===== config.mk =====
export PLATFORM = sky130hd
export DESIGN_NAME = stereo_linear_resampler
export DESIGN_NICKNAME = d
export VERILOG_FILES = /design/src/sv/slr_pkg.sv /design/src/sv/slr_regs.sv /design/src/sv/slr_front.sv /design/src/sv/slr_back.sv /design/src/sv/stereo_linear_resampler.sv
export SDC_FILE = /design/constraint.sdc
export NUM_CORES = 2
export LEC_CHECK = 0
export ABC_AREA = 0
export BUFFER_PORTS_ARGS = -buffer_cell sky130_fd_sc_hd__buf_2
export CORE_MARGIN = 2
export CORE_UTILIZATION = 40
export CTS_CLUSTER_SIZE = 30
export DETAILED_ROUTE_END_ITERATION = 10
export GPL_ROUTABILITY_DRIVEN = 0
export PLACE_DENSITY_LB_ADDON = 0.08
export SYNTH_ARGS = -nofsm -noshare
export SYNTH_HDL_FRONTEND = slang
export SYNTH_SLANG_ARGS = --single-unit
export TNS_END_PERCENT = 1

===== constraint.sdc =====
create_clock -name clk_i -period 14.55 [get_ports clk_i]
set_input_delay 2.91 -clock clk_i [delete_from_list [all_inputs] [get_ports clk_i]]
set_output_delay 2.91 -clock clk_i [all_outputs]
set_load 0.02 [all_outputs]

===== src/sv/slr_pkg.sv =====
// ----------------------------------------------------------------------------
// slr_pkg
// Shared types and fixed constants of the stereo linear resampler.
// ----------------------------------------------------------------------------
package slr_pkg;

  localparam int unsigned STEP_W      = 20;
  localparam int unsigned LEN_W       = 21;
  localparam int unsigned MAX_RESULTS = 64;

  localparam logic [STEP_W-1:0] STEP_RESET = 20'd65536;
  localparam logic [LEN_W-1:0]  LEN_RESET  = 21'd1024;

  typedef enum logic [0:0] {
    REG_STEP_RATIO    = 1'b0,
    REG_OUTPUT_LENGTH = 1'b1
  } reg_idx_e;

  typedef struct packed {
    logic [STEP_W-1:0] step_ratio;
    logic [LEN_W-1:0]  output_length;
  } cfg_t;

endpackage


===== src/sv/slr_regs.sv =====
// ----------------------------------------------------------------------------
// slr_regs
// APB register file: step ratio and output length.
// ----------------------------------------------------------------------------
module slr_regs (
  input  logic               clk_i,
  input  logic               rst_ni,
  input  logic               psel,
  input  logic               penable,
  input  logic               pwrite,
  input  logic [2:0]         paddr,
  input  logic [31:0]        pwdata,
  output logic [31:0]        prdata,
  output logic               pready,
  output slr_pkg::cfg_t      cfg_o
);

  logic [slr_pkg::STEP_W-1:0] step_q;
  logic [slr_pkg::LEN_W-1:0]  len_q;
  logic                       wr_en;
  slr_pkg::reg_idx_e          idx;

  assign pready = 1'b1;
  assign wr_en  = psel & penable & pwrite;
  assign idx    = slr_pkg::reg_idx_e'(paddr[2]);

  always_ff @(posedge clk_i or negedge rst_ni) begin
    if (!rst_ni) begin
      step_q <= slr_pkg::STEP_RESET;
      len_q  <= slr_pkg::LEN_RESET;
    end else if (wr_en) begin
      case (idx)
        slr_pkg::REG_STEP_RATIO:    step_q <= pwdata[slr_pkg::STEP_W-1:0];
        slr_pkg::REG_OUTPUT_LENGTH: len_q  <= pwdata[slr_pkg::LEN_W-1:0];
        default: ;
      endcase
    end
  end

  always_comb begin
    case (idx)
      slr_pkg::REG_STEP_RATIO:    prdata = {{(32-slr_pkg::STEP_W){1'b0}}, step_q};
      slr_pkg::REG_OUTPUT_LENGTH: prdata = {{(32-slr_pkg::LEN_W){1'b0}}, len_q};
      default:                    prdata = '0;
    endcase
  end

  assign cfg_o.step_ratio    = step_q;
  assign cfg_o.output_length = len_q;

endmodule


===== src/sv/slr_front.sv =====
// ----------------------------------------------------------------------------
// slr_front
// Input side: takes source frames and holds them in a two-entry queue.
// ----------------------------------------------------------------------------
module slr_front #(
  parameter int unsigned SAMPLE_BITS = 24
) (
  input  logic                   clk_i,
  input  logic                   rst_ni,
  input  logic                   in_valid_i,
  output logic                   in_stall_o,
  input  logic [SAMPLE_BITS-1:0] left_in_i,
  input  logic [SAMPLE_BITS-1:0] right_in_i,
  input  logic                   last_frame_i,
  output logic                   q_valid_o,
  input  logic                   q_pop_i,
  output logic [SAMPLE_BITS-1:0] q_left_o,
  output logic [SAMPLE_BITS-1:0] q_right_o,
  output logic                   q_last_o
);

  logic [SAMPLE_BITS-1:0] mem_l    [2];
  logic [SAMPLE_BITS-1:0] mem_r    [2];
  logic                   mem_last [2];
  logic                   wr_ptr_q, wr_ptr_d;
  logic                   rd_ptr_q, rd_ptr_d;
  logic [1:0]             count_q, count_d;
  logic                   push;

  assign in_stall_o = count_q[1];
  assign push       = in_valid_i & ~count_q[1];
  assign q_valid_o  = count_q != 2'd0;

  always_comb begin
    wr_ptr_d = wr_ptr_q ^ push;
    rd_ptr_d = rd_ptr_q ^ q_pop_i;
    count_d  = count_q + {1'b0, push} - {1'b0, q_pop_i};
  end

  always_ff @(posedge clk_i or negedge rst_ni) begin
    if (!rst_ni) begin
      wr_ptr_q <= 1'b0;
      rd_ptr_q <= 1'b0;
      count_q  <= 2'd0;
    end else begin
      wr_ptr_q <= wr_ptr_d;
      rd_ptr_q <= rd_ptr_d;
      count_q  <= count_d;
    end
  end

  always_ff @(posedge clk_i) begin
    if (push) begin
      mem_l[wr_ptr_q]    <= left_in_i;
      mem_r[wr_ptr_q]    <= right_in_i;
      mem_last[wr_ptr_q] <= last_frame_i;
    end
  end

  assign q_left_o  = mem_l[rd_ptr_q];
  assign q_right_o = mem_r[rd_ptr_q];
  assign q_last_o  = mem_last[rd_ptr_q];

endmodule


===== src/sv/slr_back.sv =====
// ----------------------------------------------------------------------------
// slr_back
// Interpolation engine: steps the output position across the queued frame,
// one output frame per cycle unless stalled; multiply stage, output register.
// ----------------------------------------------------------------------------
module slr_back #(
  parameter int unsigned INDEX_BITS  = 20,
  parameter int unsigned SAMPLE_BITS = 24,
  parameter int unsigned FRAC_BITS   = 16
) (
  input  logic                   clk_i,
  input  logic                   rst_ni,
  input  slr_pkg::cfg_t          cfg_i,
  input  logic                   q_valid_i,
  output logic                   q_pop_o,
  input  logic [SAMPLE_BITS-1:0] q_left_i,
  input  logic [SAMPLE_BITS-1:0] q_right_i,
  input  logic                   q_last_i,
  output logic                   out_valid_o,
  input  logic                   out_stall_i,
  output logic [SAMPLE_BITS-1:0] left_out_o,
  output logic [SAMPLE_BITS-1:0] right_out_o,
  output logic                   last_of_item_o,
  output logic                   run_done_o
);

  localparam int unsigned FRAME_W = INDEX_BITS + 1;
  localparam int unsigned POS_W   = INDEX_BITS + 1 + FRAC_BITS;
  localparam int unsigned SUM_W   =
    ((POS_W > slr_pkg::STEP_W) ? POS_W : slr_pkg::STEP_W) + 1;
  localparam int unsigned CNT_W   = $clog2(slr_pkg::MAX_RESULTS + 1);
  localparam int unsigned PROD_W  = SAMPLE_BITS + FRAC_BITS + 2;
  localparam logic [CNT_W-1:0] CNT_MAX = CNT_W'(slr_pkg::MAX_RESULTS);

  // run state
  logic [SAMPLE_BITS-1:0]       prev_l_q, prev_r_q;
  logic [FRAME_W-1:0]           frames_q;
  logic [POS_W-1:0]             pos_q;
  logic [slr_pkg::LEN_W-1:0]    given_q;
  logic [CNT_W-1:0]             cnt_q;

  // decision logic
  logic [FRAME_W-1:0]           pos_int, pos_nxt_int;
  logic                         have_prev, room, owe, room_n, owe_n;
  logic                         can_interp, can_repeat, emit, more;
  logic [FRAC_BITS-1:0]         frac;
  logic [SUM_W-1:0]             pos_sum;
  logic [POS_W-1:0]             pos_nxt;
  logic [slr_pkg::LEN_W-1:0]    given_nxt;
  logic [CNT_W-1:0]             cnt_nxt;
  logic                         step, done_item, is_last, is_done;

  // multiply path
  logic signed [SAMPLE_BITS:0]   diff_l, diff_r;
  logic signed [FRAC_BITS:0]     frac_s;
  logic signed [PROD_W-1:0]      prod_l, prod_r;
  logic [SAMPLE_BITS-1:0]        base_l, base_r;

  // multiply stage
  logic                          a_valid_q;
  logic signed [PROD_W-1:0]      a_prod_l_q, a_prod_r_q;
  logic [SAMPLE_BITS-1:0]        a_base_l_q, a_base_r_q;
  logic                          a_last_q, a_done_q;
  logic                          a_ready, advance;
  logic signed [PROD_W-1:0]      sh_l, sh_r;

  // output register
  logic                          out_valid_q;
  logic [SAMPLE_BITS-1:0]        out_l_q, out_r_q;
  logic                          out_last_q, out_done_q;

  assign advance = ~out_valid_q | ~out_stall_i;
  assign a_ready = ~a_valid_q | advance;

  always_comb begin
    pos_int    = pos_q[POS_W-1:FRAC_BITS];
    have_prev  = frames_q != '0;
    room       = cnt_q < CNT_MAX;
    owe        = given_q < cfg_i.output_length;
    can_interp = have_prev & room & owe & (pos_int < frames_q);
    can_repeat = q_last_i & room & owe;
    emit       = can_interp | can_repeat;
    // positions left behind by the per-item cap read as the previous frame
    frac       = (can_interp && (pos_int == frames_q - FRAME_W'(1)))
                 ? pos_q[FRAC_BITS-1:0] : '0;

    pos_sum     = SUM_W'(pos_q) + SUM_W'(cfg_i.step_ratio);
    pos_nxt     = (|pos_sum[SUM_W-1:POS_W]) ? {POS_W{1'b1}} : pos_sum[POS_W-1:0];
    pos_nxt_int = pos_nxt[POS_W-1:FRAC_BITS];
    given_nxt   = given_q + slr_pkg::LEN_W'(1);
    cnt_nxt     = cnt_q + CNT_W'(1);
    room_n      = cnt_nxt < CNT_MAX;
    owe_n       = given_nxt < cfg_i.output_length;
    more        = room_n & owe_n & ((have_prev & (pos_nxt_int < frames_q)) | q_last_i);
    is_last     = ~more;
    is_done     = ~owe_n | (q_last_i & ~more);

    step      = q_valid_i & a_ready;
    done_item = step & (~emit | ~more);
  end

  assign q_pop_o = done_item;

  always_comb begin
    diff_l = $signed({q_left_i[SAMPLE_BITS-1], q_left_i})
           - $signed({prev_l_q[SAMPLE_BITS-1], prev_l_q});
    diff_r = $signed({q_right_i[SAMPLE_BITS-1], q_right_i})
           - $signed({prev_r_q[SAMPLE_BITS-1], prev_r_q});
    frac_s = $signed({1'b0, frac});
    prod_l = diff_l * frac_s;
    prod_r = diff_r * frac_s;
    base_l = can_interp ? prev_l_q : q_left_i;
    base_r = can_interp ? prev_r_q : q_right_i;
  end

  always_ff @(posedge clk_i or negedge rst_ni) begin
    if (!rst_ni) begin
      prev_l_q <= '0;
      prev_r_q <= '0;
      frames_q <= '0;
      pos_q    <= '0;
      given_q  <= '0;
      cnt_q    <= '0;
    end else begin
      if (step && emit) begin
        pos_q   <= pos_nxt;
        given_q <= given_nxt;
        cnt_q   <= cnt_nxt;
      end
      if (done_item) begin
        cnt_q <= '0;
        if (q_last_i) begin
          prev_l_q <= '0;
          prev_r_q <= '0;
          frames_q <= '0;
          pos_q    <= '0;
          given_q  <= '0;
        end else begin
          prev_l_q <= q_left_i;
          prev_r_q <= q_right_i;
          if (frames_q != {FRAME_W{1'b1}}) begin
            frames_q <= frames_q + FRAME_W'(1);
          end
        end
      end
    end
  end

  always_ff @(posedge clk_i or negedge rst_ni) begin
    if (!rst_ni) begin
      a_valid_q   <= 1'b0;
      out_valid_q <= 1'b0;
    end else begin
      if (a_ready) begin
        a_valid_q <= step & emit;
      end
      if (advance) begin
        out_valid_q <= a_valid_q;
      end
    end
  end

  always_ff @(posedge clk_i) begin
    if (a_ready && step && emit) begin
      a_prod_l_q <= prod_l;
      a_prod_r_q <= prod_r;
      a_base_l_q <= base_l;
      a_base_r_q <= base_r;
      a_last_q   <= is_last;
      a_done_q   <= is_done;
    end
  end

  // arithmetic shift floors toward minus infinity
  assign sh_l = a_prod_l_q >>> FRAC_BITS;
  assign sh_r = a_prod_r_q >>> FRAC_BITS;

  always_ff @(posedge clk_i) begin
    if (advance && a_valid_q) begin
      out_l_q    <= a_base_l_q + sh_l[SAMPLE_BITS-1:0];
      out_r_q    <= a_base_r_q + sh_r[SAMPLE_BITS-1:0];
      out_last_q <= a_last_q;
      out_done_q <= a_done_q;
    end
  end

  assign out_valid_o    = out_valid_q;
  assign left_out_o     = out_l_q;
  assign right_out_o    = out_r_q;
  assign last_of_item_o = out_last_q;
  assign run_done_o     = out_done_q;

endmodule


===== src/sv/stereo_linear_resampler.sv =====
// ----------------------------------------------------------------------------
// stereo_linear_resampler
// Stereo sample-rate converter by linear interpolation between source frames.
// ----------------------------------------------------------------------------
// Source frames come in on the input channel (in_valid_i / in_stall_o), one
// beat per frame; last_frame_i marks the final frame of a run. Each frame
// gives zero to 64 output beats on the output channel (out_valid_o /
// out_stall_i); last_of_item_o marks the final beat of a frame and
// run_done_o the final beat of a run. step_ratio and output_length are set
// over the APB port; the user must write them only while the block is idle,
// which the block itself does not enforce. An input beat passes through the
// queue, the multiply stage and the output register before the first output
// beat of its frame is valid. The engine gives one output beat per clock
// while the output is not stalled; a frame holds it until all its output
// beats are given, and a two-entry queue lets input beats arrive while the
// engine is busy. Reset clears the run state and loads step_ratio = 1.0 and
// output_length = 1024. A stall on the output holds the output register; the
// engine and then the queue fill up and in_stall_o rises.
// ----------------------------------------------------------------------------
module stereo_linear_resampler #(
  parameter int unsigned INDEX_BITS  = 20,
  parameter int unsigned SAMPLE_BITS = 24,
  parameter int unsigned FRAC_BITS   = 16
) (
  input  logic                   clk_i,
  input  logic                   rst_ni,
  input  logic                   psel,
  input  logic                   penable,
  input  logic                   pwrite,
  input  logic [2:0]             paddr,
  input  logic [31:0]            pwdata,
  output logic [31:0]            prdata,
  output logic                   pready,
  input  logic                   in_valid_i,
  output logic                   in_stall_o,
  input  logic [SAMPLE_BITS-1:0] left_in_i,
  input  logic [SAMPLE_BITS-1:0] right_in_i,
  input  logic                   last_frame_i,
  output logic                   out_valid_o,
  input  logic                   out_stall_i,
  output logic [SAMPLE_BITS-1:0] left_out_o,
  output logic [SAMPLE_BITS-1:0] right_out_o,
  output logic                   last_of_item_o,
  output logic                   run_done_o
);

  slr_pkg::cfg_t          cfg;
  logic                   q_valid, q_pop, q_last;
  logic [SAMPLE_BITS-1:0] q_left, q_right;

  slr_regs u_regs (
    .clk_i   (clk_i),
    .rst_ni  (rst_ni),
    .psel    (psel),
    .penable (penable),
    .pwrite  (pwrite),
    .paddr   (paddr),
    .pwdata  (pwdata),
    .prdata  (prdata),
    .pready  (pready),
    .cfg_o   (cfg)
  );

  slr_front #(
    .SAMPLE_BITS (SAMPLE_BITS)
  ) u_front (
    .clk_i        (clk_i),
    .rst_ni       (rst_ni),
    .in_valid_i   (in_valid_i),
    .in_stall_o   (in_stall_o),
    .left_in_i    (left_in_i),
    .right_in_i   (right_in_i),
    .last_frame_i (last_frame_i),
    .q_valid_o    (q_valid),
    .q_pop_i      (q_pop),
    .q_left_o     (q_left),
    .q_right_o    (q_right),
    .q_last_o     (q_last)
  );

  slr_back #(
    .INDEX_BITS  (INDEX_BITS),
    .SAMPLE_BITS (SAMPLE_BITS),
    .FRAC_BITS   (FRAC_BITS)
  ) u_back (
    .clk_i          (clk_i),
    .rst_ni         (rst_ni),
    .cfg_i          (cfg),
    .q_valid_i      (q_valid),
    .q_pop_o        (q_pop),
    .q_left_i       (q_left),
    .q_right_i      (q_right),
    .q_last_i       (q_last),
    .out_valid_o    (out_valid_o),
    .out_stall_i    (out_stall_i),
    .left_out_o     (left_out_o),
    .right_out_o    (right_out_o),
    .last_of_item_o (last_of_item_o),
    .run_done_o     (run_done_o)
  );

endmodule


==> run_results.csv <==
group,metric,value,unit
outcome,outcome,"finished, final reports clean",
final_layout,finalNetCount,6794,
timing,hold_viol_final,0,
routing,wl_per_cell,19.3,µm
critical_path,crit_path_frequent_cell,"fa_1",
yosys,yosys.cell_types.count,79,
clock_network,cts_buffers,52,
power_and_ir_drop,peakVddDrop,0.211,mV
final_layout,fill_cells,12900,
timing,whs,0.429,ns
clock_network,h-tree-depth,2,
yosys,synth_top_cells_by_count,"inv_1, fa_1, nand2_1, nor2_1, ha_1",
yosys,synth_seq_cells,427,
hold_path,hp-class,"flop to flop",
clock_network,cts.path.max_buffers,3,
floorplanning,row_count,132,
clock_network,cts-root-buf,"clkbuf_16",
global_route,grtUsageMet3,3.01,%
routing,drc,0,
floorplanning,fp.dieW,364,µm
clock_network,cts.sinks,427,
timing,tightest_slew,1.22,ns
yosys,synth-async-reset-ratio,42.4,%
critical_path,worstSetupStartpointType,"flop",
place,dp.cells,7236,
routing,dr.pass1.iters,6,
routing,drtIter0Drc,2104,
global_route,antenna_found_initial,5,
critical_path,max_stage_delay,1.03,ns
clock_network,cts_tree,"built",
power_and_ir_drop,leakagePower,0.0275,µW
timing,setup_viol,0,
yosys,yosysMostFrequentCell,"inv_1",
clock_network,post-cts-setup-buffers,0,
clock_network,cts-hold-fix-buffers,0,
timing,max_slew_margin,16.0,%
clock_network,clk_pin_slew,0.07,ns
yosys,ys_seq_area_share,22.9,%
routing,ant_nets,0,
critical_path,critPathRequiredTime,14.94,ns
critical_path,critPathSlowestCell,"mux2i_1",
place,dpl.hpwl,111,mm
yosys,synth_flop_cell,"edfxtp_1",
routing,via_per_inst,5.05,
power_and_ir_drop,p_per_area,170,nW/µm²
floorplanning,io-pin-count,176,
final_layout,area.growth.synth_to_final,8.39,%
clock_network,cts_resized,0,
yosys,synth_cells,5466,
critical_path,cp_max_fo,7,
global_route,grt_use_met2,37.1,%
global_route,grtUsageTotal,22.0,%
yosys,syn_area_per_cell,9.51,µm²
floorplanning,core_area,129000,µm²
yosys,yosysTopAreaCell,"fa_1",
timing,finClkSkew,0.0501,ns
yosys,yosys_warnings,0,
timing,fin_tns_setup,0,ns
routing,wl,141,mm
floorplanning,initial_core_util,40.2,%
clock_network,clk_latency,0.65,ns
global_route,gr-usage-met1,29.6,%
global_route,top_usage_layer,"met2",
critical_path,worstSetupEndpointType,"flop",
global_route,grt-ovfl-total,0,
global_route,grt_pass1_wl,224,mm
yosys,synth_edf_count,246,
final_layout,final_cells,7334,
timing,rsz0062_at_grt,"false",
timing,drv_slew,0,
timing,fmax,0.0854,GHz
floorplanning,die_h,364,µm
final_layout,drive_gt1_share,8.25,%
timing,period_share,80.5,%
routing,dr_total_vias,37000,
yosys,yosys-top-cells-area,"fa_1, edfxtp_1, ha_1",
yosys,synth_top_area_share,29.2,%
critical_path,arrival,12.10,ns
yosys,syn_area,52000,µm²
flow_run,cap_viol_max_count,0,
place,port-buffer-count,150,
critical_path,critPathKind,"flop to flop",
global_route,grt_pass1_vias,38900,
floorplanning,dieArea,133000,µm²
timing,min_period,11.71,ns
global_route,grt_max_degree,93,
worst max-delay path: cells and delay by family (launching register included):
kind / cells / cell delay (ns)
buffers and inverters: 5 / 0.27
multiplexers: 1 / 1.03
adder cells (fa/ha/maj): 9 / 4.16
flip-flops: 1 / 0.59
AND/OR/NAND/NOR: 3 / 0.45
XOR/XNOR: 2 / 0.81
AO/OA/AOI/OAI: 14 / 4.14
cell type report:
| class | instances | area, µm² | share of cell area (%) |
|---|---|---|---|
| multi-input cells | 3739 | 34900 | 62.0 |
| clock inverters | 38 | 394 | 0.700 |
| clock buffers | 59 | 1360 | 2.41 |
| well taps | 1742 | 2180 | 3.87 |
| inverters | 1088 | 4090 | 7.26 |
| flip-flops and latches | 427 | 11900 | 21.2 |
| repair buffers | 240 | 1440 | 2.55 |
| diodes | 1 | 2.50 | 0.00444 |
cell families (layout without fill, tap and decap cells):
| logic type | Yosys count | after routing | synth area share, % |
|---|---|---|---|
| flops | 427 | 427 | 22.9 |
| mux | 118 | 118 | 2.42 |
| buf+inv | 1310 | 1425 | 10.2 |
| xor+xnor | 272 | 272 | 4.59 |
| compound gates | 643 | 643 | 7.90 |
| other cells | 2 | 13 | 0.0145 |
| fa+ha+maj | 1155 | 1155 | 38.8 |
| simple gates | 1539 | 1539 | 13.2 |
stage by stage:
step,total power (µW),cell area [µm²],util [%],setup WS (ns)
global route,10200,56300,43.6,2.15
detailed placement,8240,54600,42.2,2.69
CTS,9660,56300,43.6,2.68
finish,9580,56300,43.6,2.84
floorplan,5780,52000,-,4.25
global placement,8210,54600,42.2,2.78
placed cells by master (no fill, tap or decap), types with 90 or more instances in the layout:
cell	count
inv_1	1084
nor2_1	459
edfxtp_1	246
a21oi_1	199
ha_1	394
buf_4	90
o21ai_0	129
dfrtp_1	178
xnor2_1	161
buf_2	149
nand2_1	615
nand3_1	117
fa_1	759
xor2_1	97
final timing paths:
kind                             startpoint                    end  slack (ns)  cells past startpoint
max in group asynchronous            rst_ni       u_front.rd_ptr_q       10.18                      3
hold / removal              u_back.a_done_q      u_back.run_done_o        0.43                      0
setup reg to reg           u_front.rd_ptr_q  u_back.a_prod_l_q[39]        2.84                     34
setup / recovery           u_front.rd_ptr_q  u_back.a_prod_l_q[39]        2.84                     34
hold reg to reg             u_back.a_done_q      u_back.run_done_o        0.43                      0
min in group asynchronous            rst_ni    u_back.prev_l_q[16]        2.33                      1
flip-flops by register name (all words and copies together), names as in the netlist, 24 cells and up:
name	count
u_back.a_base_r_q	24
u_back.prev_r_q	24
u_back.pos_q	37
u_back.a_prod_l_q	24
u_back.left_out_o	24
u_back.right_out_o	24
u_back.prev_l_q	24
u_front.mem_r	48
u_back.a_base_l_q	24
u_back.a_prod_r_q	24
u_front.mem_l	48
routing by layer:
| layer | share of wire, % | wire, µm | up-vias |
|---|---|---|---|
| li1 | - | - | 17400 |
| met1 | 44 | 62500 | 18700 |
| met2 | 48 | 68000 | 762 |
| met3 | 4.9 | 6890 | 173 |
| met4 | 2.8 | 4000 | 2 |
| met5 | 0.0092 | 13 | - |
power by group:
part	switching, µW	internal, µW	leakage [µW]	total [µW]
Combinational	4190	1860	0.0220	6050
Clock	575	785	0.000858	1360
Sequential	288	1890	0.00466	2170
Total	5050	4530	0.0275	9580
No activity file was read; power rests on OpenSTA's default activity.
